File: src/rtl/gpad_pkg.sv
// Shared types, constants and decode helpers for the gamepad change-event block.
package gpad_pkg;

	localparam int unsigned CAPTURE_DEPTH = 17;
	localparam int unsigned POS_W         = 6;
	localparam logic [POS_W-1:0] POS_MAX  = 6'd63;
	localparam int unsigned NUM_BUTTONS   = 11;
	localparam int unsigned NUM_SLOTS     = 16;
	localparam int unsigned SLOT_W        = 4;
	localparam int unsigned QUEUE_DEPTH   = 2;

	// slot numbers in the change mask, in event order
	localparam logic [SLOT_W-1:0] SLOT_TRIG_L  = 4'd11;
	localparam logic [SLOT_W-1:0] SLOT_TRIG_R  = 4'd12;
	localparam logic [SLOT_W-1:0] SLOT_STICK_L = 4'd13;
	localparam logic [SLOT_W-1:0] SLOT_STICK_R = 4'd14;
	localparam logic [SLOT_W-1:0] SLOT_DPAD    = 4'd15;

	// capture positions
	localparam int unsigned POS_LX     = 2;
	localparam int unsigned POS_LY     = 4;
	localparam int unsigned POS_RX     = 6;
	localparam int unsigned POS_RY     = 8;
	localparam int unsigned POS_TL_LO  = 9;
	localparam int unsigned POS_TL_HI  = 10;
	localparam int unsigned POS_TR_LO  = 11;
	localparam int unsigned POS_TR_HI  = 12;
	localparam int unsigned POS_DPAD   = 13;
	localparam int unsigned POS_FACE   = 14;
	localparam int unsigned POS_EXTRA  = 15;
	localparam int unsigned POS_UPLOAD = 16;

	typedef enum logic [2:0] {
		EV_BTN_DOWN = 3'd0,
		EV_BTN_UP   = 3'd1,
		EV_TRIGGER  = 3'd2,
		EV_STICK    = 3'd3,
		EV_DPAD     = 3'd4
	} event_kind_t;

	typedef enum logic [7:0] {
		DP_UP         = 8'd1,
		DP_UP_RIGHT   = 8'd2,
		DP_RIGHT      = 8'd3,
		DP_DOWN_RIGHT = 8'd4,
		DP_DOWN       = 8'd5,
		DP_DOWN_LEFT  = 8'd6,
		DP_LEFT       = 8'd7,
		DP_UP_LEFT    = 8'd8
	} dpad_code_t;

	// decoded controls of one report plus which of them changed
	typedef struct packed {
		logic [NUM_SLOTS-1:0]   changed;
		logic [NUM_BUTTONS-1:0] buttons;
		logic [15:0]            trig_l;
		logic [15:0]            trig_r;
		logic [7:0]             lx;
		logic [7:0]             ly;
		logic [7:0]             rx;
		logic [7:0]             ry;
		logic [3:0]             dpad;
	} report_t;

	typedef struct packed {
		logic full;
		logic empty;
	} queue_status_t;

	function automatic logic [3:0] dpad_bits(input logic [7:0] code);
		logic [3:0] r;
		r = 4'h0;
		unique case (code)
			DP_UP:         r = 4'h1;
			DP_UP_RIGHT:   r = 4'h3;
			DP_RIGHT:      r = 4'h2;
			DP_DOWN_RIGHT: r = 4'h6;
			DP_DOWN:       r = 4'h4;
			DP_DOWN_LEFT:  r = 4'hC;
			DP_LEFT:       r = 4'h8;
			DP_UP_LEFT:    r = 4'h9;
			default:       r = 4'h0;
		endcase
		return r;
	endfunction

endpackage

File: src/rtl/gpad_front.sv
// Front end: byte capture, control decode and change detection against stored controls.
module gpad_front #(
	parameter int unsigned REPORT_LENGTH = 17
) (
	input  logic                 clk,
	input  logic                 arst_n,
	input  logic                 accept,
	input  logic [7:0]           report_byte,
	input  logic                 end_of_report,
	output logic                 push,
	output gpad_pkg::report_t    push_data
);

	logic [gpad_pkg::POS_W-1:0] pos_q;
	logic [7:0] cap_q [gpad_pkg::CAPTURE_DEPTH];
	logic [7:0] cap_view [gpad_pkg::CAPTURE_DEPTH];
	logic       pos_in_range;

	logic [gpad_pkg::NUM_BUTTONS-1:0] prev_buttons_q;
	logic [15:0] prev_trig_l_q, prev_trig_r_q;
	logic [7:0]  prev_lx_q, prev_ly_q, prev_rx_q, prev_ry_q;
	logic [3:0]  prev_dpad_q;

	gpad_pkg::report_t rep;
	logic [7:0] face, extra;

	assign pos_in_range = (32'(pos_q) < gpad_pkg::CAPTURE_DEPTH) &&
		(32'(pos_q) < REPORT_LENGTH);

	// capture with the current byte folded in, so the closing byte decodes too
	always_comb begin
		for (int i = 0; i < gpad_pkg::CAPTURE_DEPTH; i++) begin
			cap_view[i] = (accept && pos_in_range && (32'(pos_q) == i)) ?
				report_byte : cap_q[i];
		end
	end

	assign face  = cap_view[gpad_pkg::POS_FACE];
	assign extra = cap_view[gpad_pkg::POS_EXTRA];

	always_comb begin
		rep.buttons = {cap_view[gpad_pkg::POS_UPLOAD][0],
			extra[3], extra[2], extra[6], extra[5],
			face[7], face[6], face[0], face[1], face[4], face[3]};
		rep.trig_l = {cap_view[gpad_pkg::POS_TL_HI], cap_view[gpad_pkg::POS_TL_LO]};
		rep.trig_r = {cap_view[gpad_pkg::POS_TR_HI], cap_view[gpad_pkg::POS_TR_LO]};
		rep.lx     = cap_view[gpad_pkg::POS_LX];
		rep.ly     = cap_view[gpad_pkg::POS_LY];
		rep.rx     = cap_view[gpad_pkg::POS_RX];
		rep.ry     = cap_view[gpad_pkg::POS_RY];
		rep.dpad   = gpad_pkg::dpad_bits(cap_view[gpad_pkg::POS_DPAD]);
		rep.changed = {
			rep.dpad != prev_dpad_q,
			(rep.rx != prev_rx_q) || (rep.ry != prev_ry_q),
			(rep.lx != prev_lx_q) || (rep.ly != prev_ly_q),
			rep.trig_r != prev_trig_r_q,
			rep.trig_l != prev_trig_l_q,
			rep.buttons ^ prev_buttons_q};
	end

	assign push      = accept && end_of_report && (rep.changed != '0);
	assign push_data = rep;

	always_ff @(posedge clk or negedge arst_n) begin
		if (!arst_n) begin
			pos_q <= '0;
			for (int i = 0; i < gpad_pkg::CAPTURE_DEPTH; i++) cap_q[i] <= '0;
			prev_buttons_q <= '0;
			prev_trig_l_q  <= '0;
			prev_trig_r_q  <= '0;
			prev_lx_q      <= '0;
			prev_ly_q      <= '0;
			prev_rx_q      <= '0;
			prev_ry_q      <= '0;
			prev_dpad_q    <= '0;
		end else if (accept) begin
			if (end_of_report) begin
				pos_q <= '0;
				for (int i = 0; i < gpad_pkg::CAPTURE_DEPTH; i++) cap_q[i] <= '0;
				prev_buttons_q <= rep.buttons;
				prev_trig_l_q  <= rep.trig_l;
				prev_trig_r_q  <= rep.trig_r;
				prev_lx_q      <= rep.lx;
				prev_ly_q      <= rep.ly;
				prev_rx_q      <= rep.rx;
				prev_ry_q      <= rep.ry;
				prev_dpad_q    <= rep.dpad;
			end else begin
				for (int i = 0; i < gpad_pkg::CAPTURE_DEPTH; i++) cap_q[i] <= cap_view[i];
				if (pos_q != gpad_pkg::POS_MAX) pos_q <= pos_q + 1'b1;
			end
		end
	end

endmodule

File: src/rtl/gpad_queue.sv
// Two-entry queue of decoded reports between the front and back ends.
module gpad_queue (
	input  logic                     clk,
	input  logic                     arst_n,
	input  logic                     push,
	input  gpad_pkg::report_t        push_data,
	input  logic                     pop,
	output gpad_pkg::report_t        pop_data,
	output gpad_pkg::queue_status_t  status
);

	localparam int unsigned PTR_W = $clog2(gpad_pkg::QUEUE_DEPTH);
	localparam int unsigned CNT_W = $clog2(gpad_pkg::QUEUE_DEPTH + 1);

	gpad_pkg::report_t mem_q [gpad_pkg::QUEUE_DEPTH];
	logic [PTR_W-1:0] wr_ptr_q, rd_ptr_q;
	logic [CNT_W-1:0] count_q;

	assign status.full  = (32'(count_q) == gpad_pkg::QUEUE_DEPTH);
	assign status.empty = (count_q == '0);
	assign pop_data     = mem_q[rd_ptr_q];

	always_ff @(posedge clk) begin
		if (push) mem_q[wr_ptr_q] <= push_data;
	end

	always_ff @(posedge clk or negedge arst_n) begin
		if (!arst_n) begin
			wr_ptr_q <= '0;
			rd_ptr_q <= '0;
			count_q  <= '0;
		end else begin
			if (push) wr_ptr_q <= (32'(wr_ptr_q) == gpad_pkg::QUEUE_DEPTH - 1) ?
				'0 : wr_ptr_q + 1'b1;
			if (pop) rd_ptr_q <= (32'(rd_ptr_q) == gpad_pkg::QUEUE_DEPTH - 1) ?
				'0 : rd_ptr_q + 1'b1;
			if (push && !pop) count_q <= count_q + 1'b1;
			else if (pop && !push) count_q <= count_q - 1'b1;
		end
	end

endmodule

File: src/rtl/gpad_back.sv
// Back end: walks a report's change mask, one event per cycle when not stalled.
module gpad_back (
	input  logic                     clk,
	input  logic                     arst_n,
	input  logic                     q_empty,
	input  gpad_pkg::report_t        q_data,
	output logic                     q_pop,
	output logic                     valid,
	input  logic                     stall,
	output logic [2:0]               event_kind,
	output logic [3:0]               button_index,
	output logic [15:0]              trigger_value,
	output logic [7:0]               stick_x,
	output logic [7:0]               stick_y,
	output logic                     is_left,
	output logic [3:0]               dpad_direction,
	output logic                     last_event
);

	gpad_pkg::report_t               rec_q;
	logic [gpad_pkg::NUM_SLOTS-1:0]  rem_q;
	logic                            busy_q;
	logic                            ov_q;

	logic [gpad_pkg::SLOT_W-1:0]     slot;
	logic [gpad_pkg::NUM_SLOTS-1:0]  low_bit;
	logic                            adv, is_last, load;

	gpad_pkg::event_kind_t kind_d;
	logic [3:0]  btn_d, dpad_d;
	logic [15:0] trig_d;
	logic [7:0]  sx_d, sy_d;
	logic        left_d;

	// lowest pending slot goes first
	always_comb begin
		slot = '0;
		for (int i = gpad_pkg::NUM_SLOTS - 1; i >= 0; i--) begin
			if (rem_q[i]) slot = gpad_pkg::SLOT_W'(i);
		end
	end

	assign low_bit = gpad_pkg::NUM_SLOTS'(1) << slot;
	assign is_last = ((rem_q & ~low_bit) == '0);
	assign adv     = busy_q && (!ov_q || !stall);
	assign load    = !q_empty && (!busy_q || (adv && is_last));
	assign q_pop   = load;

	always_comb begin
		kind_d = gpad_pkg::EV_BTN_DOWN;
		btn_d  = '0;
		trig_d = '0;
		sx_d   = '0;
		sy_d   = '0;
		left_d = 1'b0;
		dpad_d = '0;
		unique case (slot)
			gpad_pkg::SLOT_TRIG_L: begin
				kind_d = gpad_pkg::EV_TRIGGER;
				trig_d = rec_q.trig_l;
				left_d = 1'b1;
			end
			gpad_pkg::SLOT_TRIG_R: begin
				kind_d = gpad_pkg::EV_TRIGGER;
				trig_d = rec_q.trig_r;
			end
			gpad_pkg::SLOT_STICK_L: begin
				kind_d = gpad_pkg::EV_STICK;
				sx_d   = rec_q.lx;
				sy_d   = rec_q.ly;
				left_d = 1'b1;
			end
			gpad_pkg::SLOT_STICK_R: begin
				kind_d = gpad_pkg::EV_STICK;
				sx_d   = rec_q.rx;
				sy_d   = rec_q.ry;
			end
			gpad_pkg::SLOT_DPAD: begin
				kind_d = gpad_pkg::EV_DPAD;
				dpad_d = rec_q.dpad;
			end
			default: begin
				kind_d = rec_q.buttons[slot] ? gpad_pkg::EV_BTN_DOWN : gpad_pkg::EV_BTN_UP;
				btn_d  = slot;
			end
		endcase
	end

	always_ff @(posedge clk or negedge arst_n) begin
		if (!arst_n) begin
			busy_q <= 1'b0;
			ov_q   <= 1'b0;
			rem_q  <= '0;
		end else begin
			if (load) begin
				busy_q <= 1'b1;
				rem_q  <= q_data.changed;
			end else if (adv) begin
				rem_q <= rem_q & ~low_bit;
				if (is_last) busy_q <= 1'b0;
			end
			if (adv) ov_q <= 1'b1;
			else if (!stall) ov_q <= 1'b0;
		end
	end

	always_ff @(posedge clk) begin
		if (load) rec_q <= q_data;
		if (adv) begin
			event_kind     <= kind_d;
			button_index   <= btn_d;
			trigger_value  <= trig_d;
			stick_x        <= sx_d;
			stick_y        <= sy_d;
			is_left        <= left_d;
			dpad_direction <= dpad_d;
			last_event     <= is_last;
		end
	end

	assign valid = ov_q;

endmodule

File: src/rtl/gamepad_report_change_events.sv
// Top level: gamepad report decoder that issues change events.
//
//   channel   direction  handshake                 payload
//   request   in         req_valid / req_stall     report_byte, end_of_report
//   event     out        evt_valid / evt_stall     event_kind .. last_event
//
// One report byte is taken per cycle while req_stall is low; the closing byte is
// decoded and compared in the same cycle and, if anything changed, its change set
// goes into a two-entry queue. Events, one per change, leave the event register one
// per cycle while not stalled. req_stall rises only while the queue is full.
// Reset clears the capture, the stored controls, the queue and the event valid flag.
module gamepad_report_change_events #(
	parameter int unsigned REPORT_LENGTH = 17
) (
	input  logic        clk,
	input  logic        arst_n,
	input  logic        req_valid,
	output logic        req_stall,
	input  logic [7:0]  report_byte,
	input  logic        end_of_report,
	output logic        evt_valid,
	input  logic        evt_stall,
	output logic [2:0]  event_kind,
	output logic [3:0]  button_index,
	output logic [15:0] trigger_value,
	output logic [7:0]  stick_x,
	output logic [7:0]  stick_y,
	output logic        is_left,
	output logic [3:0]  dpad_direction,
	output logic        last_event
);

	logic                     accept;
	logic                     q_push, q_pop;
	gpad_pkg::report_t        q_wdata, q_rdata;
	gpad_pkg::queue_status_t  q_status;

	assign req_stall = q_status.full;
	assign accept    = req_valid && !req_stall;

	gpad_front #(
		.REPORT_LENGTH(REPORT_LENGTH)
	) u_front (
		.clk          (clk),
		.arst_n       (arst_n),
		.accept       (accept),
		.report_byte  (report_byte),
		.end_of_report(end_of_report),
		.push         (q_push),
		.push_data    (q_wdata)
	);

	gpad_queue u_queue (
		.clk      (clk),
		.arst_n   (arst_n),
		.push     (q_push),
		.push_data(q_wdata),
		.pop      (q_pop),
		.pop_data (q_rdata),
		.status   (q_status)
	);

	gpad_back u_back (
		.clk           (clk),
		.arst_n        (arst_n),
		.q_empty       (q_status.empty),
		.q_data        (q_rdata),
		.q_pop         (q_pop),
		.valid         (evt_valid),
		.stall         (evt_stall),
		.event_kind    (event_kind),
		.button_index  (button_index),
		.trigger_value (trigger_value),
		.stick_x       (stick_x),
		.stick_y       (stick_y),
		.is_left       (is_left),
		.dpad_direction(dpad_direction),
		.last_event    (last_event)
	);

	a_push_not_full: assert property (@(posedge clk) disable iff (!arst_n)
		q_push |-> !q_status.full)
		else $error("report pushed into full queue");

	a_pop_not_empty: assert property (@(posedge clk) disable iff (!arst_n)
		q_pop |-> !q_status.empty)
		else $error("report popped from empty queue");

	a_non_button_index: assert property (@(posedge clk) disable iff (!arst_n)
		evt_valid && (event_kind != gpad_pkg::EV_BTN_DOWN) &&
		(event_kind != gpad_pkg::EV_BTN_UP) |-> (button_index == '0))
		else $error("button index on a non-button event");

	a_dpad_clean: assert property (@(posedge clk) disable iff (!arst_n)
		evt_valid && (event_kind == gpad_pkg::EV_DPAD) |->
		(trigger_value == '0) && (stick_x == '0) && (stick_y == '0) && !is_left)
		else $error("d-pad event carries trigger or stick data");

endmodule

File: config.mk
export PLATFORM = sky130hd
export DESIGN_NAME = gamepad_report_change_events
export DESIGN_NICKNAME = d
export VERILOG_FILES = /design/src/rtl/gpad_pkg.sv /design/src/rtl/gpad_front.sv /design/src/rtl/gpad_queue.sv /design/src/rtl/gpad_back.sv /design/src/rtl/gamepad_report_change_events.sv
export SDC_FILE = /design/constraint.sdc
export NUM_CORES = 1
export LEC_CHECK = 0
export ABC_AREA = 1
export BUFFER_PORTS_ARGS = -buffer_cell sky130_fd_sc_hd__buf_2
export CAP_MARGIN = 10
export CORE_UTILIZATION = 53
export DETAILED_ROUTE_END_ITERATION = 8
export PLACE_DENSITY = 0.7
export SYNTH_ARGS = -nofsm -noshare
export SYNTH_HDL_FRONTEND = slang
export SYNTH_SLANG_ARGS = --single-unit
File: constraint.sdc
create_clock -name clk -period 7.5 [get_ports clk]
set_input_delay 0.75 -clock clk [delete_from_list [all_inputs] [get_ports clk]]
set_output_delay 0.75 -clock clk [all_outputs]
set_load 0.05 [all_outputs]
==> results.md, run 1 <==
- DRT iter0 DRCs: around 1,100
- CTS tree: yes
- Synth Area per Inst: 10.6 µm²
- FILL cells: ~3,200
- Final #Nets: 2,076
- Max FO, Critical Path: 45
- I/O pin count: 60
- Syn Std Cell Area: 21,300 µm²
- CP endpoint kind: flip-flop
- Post-DP HPWL: about 28 mm
- Clock Skews: 0.0208 ns
- Chip width: 203 µm
- Core Rows: 73
- Lkg Pwr: 10.9 nW
- Final wirelength: between 40 and 50 mm
- Die area: slightly above 40,000 µm²
- Global route overflow: 0
- Vias/cell: ~5.3
- Critical path class: flip-flop to flip-flop
- Post-Route Setup TNS: 0 ns
- Total CTS buffers: 50
- Vias in the first global route: 13,198
- Die Ht: 203 µm
- # diodes: 0
- Initial antenna violation count: 0
- Yosys top cell area share: 44.2%
- Yosys cell types: 44
- Post_cts resized: 0
- Achievable Freq: approximately 190 MHz
- Setup bufs post-CTS: 0
- Share of cells above drive strength 1: a little under a tenth
- Post-synth EDFFs: 314
- CP startpoint: u_back.rem_q[0]
- Yosys top cell by area: edfxtp_1
- Critical Path AT: 5.57 ns
- Root buffer cell: clkbuf_16
- Most frequent cell after synthesis: nand2_1
- P&R area growth vs syn: 11.0%
- CTS Buffer Depth: 3
- Core Box Area: 39,700 µm²
- Hold WS: between 0.2 and 0.25 ns
- Area of the multi-input gates: 5780 µm²
- Max cap viols: 0
- Residual DRC: 0
- Status: finished clean
- Final slew viol count: 0
- Max H-tree Level: 2
- Synth Net Count: between 2,000 and 2,500
- Antenna-violating nets left: 0
- Worst min-delay path class: primary input to async pin
- Worst R2R Start: u_back.rem_q[0]
- Routability cong.: 0.843
- Largest net degree at the start of global routing: 89
- Required @ worst endpoint: 7.72 ns
- Setup Viol. Count Final: 0
- Sequential share of the synthesized area: 66.5%
- Power per cell area: 373 nW/µm²
- Overall Global Routing Usage: 22.1%
- DR pass1 iterations: 6
- Cells after synthesis: 2,018
- Minimum clock period: about 5.3 ns
- Post-synth ARST share: between 30% and 40%
- Yosys warning total: 0
- Final period util: approximately 71%
- Worst Setup Start Kind: flip-flop
- Most instantiated cells after synthesis: nand2_1 (544), edfxtp_1 (314), inv_1 (259), dfrtp_1 (190), o21ai_0 (144)
- Reg clk slew, reported paths: 0.06 ns
- Slew margin rel.: between 20% and 30%
- VDD IR max: 179 µV
- Clock sink count: 504
- Final hold violation count: 0
- DR vias: 13,872
- RSZ-0062 raised after global routing: no
- Wire per inst: 16.9 µm
- Worst skew pair latency: slightly below 0.6 ns
- First-pass GRT wire length: 70.5 mm
- Hold buffer count at CTS: 0
- Initial core utilization: 53.7%
- Main synth FF type: edfxtp_1
- Yosys reg bits: 504
- PortBufs: 59
- Register area: 14,200 µm²
- Synth top area cells: edfxtp_1 (44%), dfrtp_1 (22%), nand2_1 (9.6%)
- Worst-margin pin slew: about 1.1 ns
[cell usage in the layout, fill, tap and decap left out, types with 8 or more instances in the layout]
cell type and count:
a21oi_1 10, buf_2 58, buf_4 14, clkbuf_1 21, clkbuf_16 50, clkbuf_8 9, dfrtp_1 189, edfxtp_1 314
ha_1 8, inv_1 255, mux2i_1 15, nand2_1 544, nand3_1 106, nand4_1 15, nor2_1 37, nor3_1 8
nor4_1 10, o21ai_0 144, o21ai_1 59, o22ai_1 78, or2_2 9, xnor2_1 50, xor2_1 22
[where the power goes]
| part | internal, mW | switching (mW) | leakage [nW] |
|---|---|---|---|
| Combinational | 0.608 | 1.86 | 4.57 |
| Sequential | 3.69 | 0.234 | 5.58 |
| Clock | 1.42 | 1.01 | 0.777 |
| Total | 5.72 | 3.10 | 10.9 |
[cell families after synthesis]
logic type               synth area share [%]
AND/OR/NAND/NOR                          15.1
flip-flops                               66.5
buffers and inverters                    6.46
AO/OA/AOI/OAI                            7.83
XOR/XNOR                                 2.96
multiplexers                            0.704
adder cells (fa/ha/maj)                 0.469
[worst max-delay path, stage by stage, from the launching register on]
cell and delay, ns:
dfrtp_1 0.40, inv_1 0.15, nand2_1 0.17, nor4_2 0.28
nand2_1 0.08, inv_1 0.58, nand4_1 0.81, nand2_1 0.23
nand3_1 0.12, nor2_1 0.11, nand3_1 0.08, nand2_2 0.31
nand2_4 0.30, inv_2 0.66, buf_4 0.64
[state kept, by name, summed over array words and instances, names as in the netlist, 11 cells and up]
register                cells
u_back.rec_q               79
u_back.rem_q               16
u_back.trigger_value       16
u_front.cap_q              83
u_front.prev_buttons_q     11
u_front.prev_trig_l_q      16
u_front.prev_trig_r_q      16
u_queue.mem_q             190
[final timing paths]
path | to | slack (ns) | cells past startpoint
setup / recovery | u_back.rec_q[39] | 2.15 | 14
hold / removal | u_front.prev_lx_q[4] | 0.22 | 1
setup reg to reg | u_back.rec_q[39] | 2.15 | 14
hold reg to reg | u_queue.wr_ptr_q | 0.48 | 2
max in group asynchronous | u_queue.rd_ptr_q | 6.04 | 2
min in group clk | u_back.valid | 0.39 | 3
[per-layer routing]
metal	vias to the layer above	track usage (%)	wire length, µm
met3	64	3.37	2510
met1	6681	30.7	19700
met2	348	35.6	21000
met4	0	8.11	1210
li1	6779	-	-
met5	-	0	0
[area by class of cell]
class | count | share of cell area (%)
clock buffers | 79 | 6.08
clock inverters | 15 | 0.713
inverters | 268 | 4.28
multi-input cells | 1157 | 24.4
flip-flops and latches | 504 | 59.9
well taps | 525 | 2.77
repair buffers | 74 | 1.81
[metrics by stage]
stage	utilization, %	area, µm²	power [mW]	setup slack [ns]	cells
global placement	55.5	22100	6.40	2.03	2528
finish	59.6	23700	8.83	2.15	2622
global route	59.6	23700	9.29	1.59	2622
CTS	59.6	23700	8.90	2.03	2622
detailed placement	55.5	22100	6.45	1.90	2528
floorplan	-	21300	5.78	0.322	2018
(Power assumes the default switching activity.)
==> run 2: changes to the inputs <==
PLACE_DENSITY = 0.73   (was 0.7)
clock period = 4.5 ns   (was 7.5 ns; I/O delays follow)
==> run 2 against run 1 <==
- the flow now finishes with violations (negative hold slack)
- core utilization grew 0.91 points
- die area is the same
- critical endpoint is now u_queue.count_q[1]
- critical path type unchanged
- critical path depth grew 5
- clock power grew 71%
- flip-flop and latch count is the same
- clock skew shrank 0.0066 ns
- worst hold slack lost 0.22 ns
- largest cell class unchanged
==> results.md, run 2 (synthesis gave the netlist of run 1 again) <==
- First-pass GRT wire length: 72.2 mm (+2.4%)
- Antenna-violating nets left: 0 (unchanged)
- Share of cells above drive strength 1: 11.2% (+1.9 points)
- Worst Setup Start Kind: flip-flop
- Total CTS buffers: 51 (+2.0%)
- Crit path max-delay family: simple AND/OR/NAND/NOR gates
- Global route overflow: 0 (unchanged)
- Post-DP HPWL: 29.3 mm (+3.9%)
- Final slew viol count: 0 (unchanged)
- RSZ-0062 raised after global routing: no
- Root buffer cell: clkbuf_16
- Reg clk slew, reported paths: 0.06 ns (about the same)
- Routability cong.: 0.869 (+3.2%)
- Setup Viol. Count Final: 0 (unchanged)
- Failing checks: negative hold slack
- Wire per inst: 17.4 µm (+2.6%)
- I/O pin count: 60 (unchanged)
- Critical path cell sequence: inv_1 -> ha_1 -> nand2_2 -> nor2_4 -> nand2_2 -> o21ai_1 -> xnor2_1 -> nor4_1 -> nand2_1 -> nor2_1 -> nand2_1 -> nor2_1 -> nand3b_1 -> nand2_1 -> inv_1 -> ha_1 -> a21oi_1 -> o21ai_0 -> xor2_1
- Worst skew pair latency: 0.58 ns (about the same)
- DR vias: 14,140 (+1.9%)
- Power per cell area: 620 nW/µm² (+66%)
- # diodes: 0 (unchanged)
- Largest net degree at the start of global routing: 118 (+33%)
- Worst-margin pin slew: 1.13 ns (+0.0328 ns)
- Place WS: 0.0826 ns (-1.82 ns)
- CTS Buffer Depth: 3 (unchanged)
- Commonest non-fill, non-tap cell in the layout: nand2_1
- Lkg Pwr: 11.1 nW (+1.8%)
- PortBufs: 59 (unchanged)
- Top cell by count, worst path: nand2_1
- Clock sink count: 504 (unchanged)
- Residual DRC: 0 (unchanged)
- Biggest register: u_queue.mem_q
- Max cap viols: 0 (unchanged)
- DRT iter0 DRCs: 1,042 (-6.7%)
- Critical path class: flip-flop to flip-flop
- CP startpoint: u_front.pos_q[0]
- Post_cts resized: 0 (unchanged)
- Worst min-delay path class: primary input to async pin
- Chip width: 203 µm (unchanged)
- Die area: 41,100 µm² (unchanged)
- Max FFs per register: 190 (unchanged)
- Initial core utilization: 53.7% (unchanged)
- CTS tree: yes
- Slew margin rel.: 24.4% (-2.0 points)
- DR pass1 iterations: 5 (-1)
- Post-Route Setup TNS: 0 ns (unchanged)
- Final hold violation count: 2 (+2)
- Clock Skews: 0.0141 ns (-0.00665 ns)
- Required @ worst endpoint: 4.95 ns (-2.77 ns)
- Status: finished, violations left
- CP max stage cell: o21ai_1
- VDD IR max: 360 µV (+100%)
- P&R area growth vs syn: 12.7%
- Tot Pwr: 14.9 mW (+69%)
- CP max stage delay: 0.46 ns (-0.35 ns)
- Core Box Area: 39,700 µm² (unchanged)
- WP buf/inv: 2 (-2)
- Worst R2R Start: u_front.pos_q[0]
- Final #Nets: 2,115 (+1.9%)
- Setup bufs post-CTS: 0 (unchanged)
- Reg-to-reg setup timing slack: 0.42 ns (-1.73 ns)
- CP endpoint kind: flip-flop
- Minimum clock period: 4.08 ns (-1.27 ns)
- Vias in the first global route: 13,494 (+2.2%)
- Max H-tree Level: 2 (unchanged)
- Initial antenna violation count: 1 (+1)
- Worst setup margin: 0.421 ns (-1.73 ns)
- Final period util: 90.6% (+19 points)
- Die Ht: 203 µm (unchanged)
- Final wirelength: 46.3 mm (+4.1%)
- Achievable Freq: 245 MHz (+31%)
- Top flop regs: u_queue.mem_q x190, u_front.cap_q x83, u_back.rec_q x79
- Critical Path AT: 4.53 ns (-1.04 ns)
- Core Rows: 73 (unchanged)
- Max FO, Critical Path: 16 (-64%)
- Overall Global Routing Usage: 22.6% (+0.49 points)
- Hold WS: -0.00577 ns (-0.221 ns)
- Hold buffer count at CTS: 0 (unchanged)
- Commonest non-fill, non-tap cells in the layout: nand2_1 (544), edfxtp_1 (314), inv_1 (255)
- Vias/cell: 5.32 (+0.48%)
==> run 2: final timing paths <==
path                                             endpoint  depth (start not counted)
worst max-delay path                   u_queue.count_q[1]                         19
worst min-delay path             u_front.prev_trig_r_q[0]                          1
worst max register to register         u_queue.count_q[1]                         19
worst min register to register          u_front.cap_q[28]                          2
max in group asynchronous       u_front.prev_trig_r_q[14]                          2
min in group clk                             u_back.valid                          3
==> run 2: where the power goes <==
group | switching, mW | internal (mW) | leakage (nW)
Sequential | 0.349 | 6.15 | 5.58
Combinational | 3.17 | 1.07 | 4.74
Clock | 1.71 | 2.44 | 0.803
Total | 5.23 | 9.66 | 11.1
==> run 2: per-layer routing <==
layer	global-route usage [%]	share of wire, %
met1	30.5	43
met3	4.00	5.8
met4	8.57	3.4
met2	36.7	48
met5	0	0.017
==> run 2: cell type report <==
cell class	count	area, µm²
Clock buffer	68	1380
Clock inverter	26	263
Fill cell	3113	15700
Inverter	268	1010
Multi-Input combinational cell	1158	5790
Sequential cell	504	14200
Tap cell	525	657
Timing Repair Buffer	111	744
==> run 2: per-stage QoR <==
stage               cells  instance area [µm²]  utilization [%]
floorplan            2018                21400                -
global placement     2562                22400             56.3
detailed placement   2562                22400             56.3
CTS                  2656                24000             60.4
global route         2660                24000             60.5
finish               2660                24000             60.5
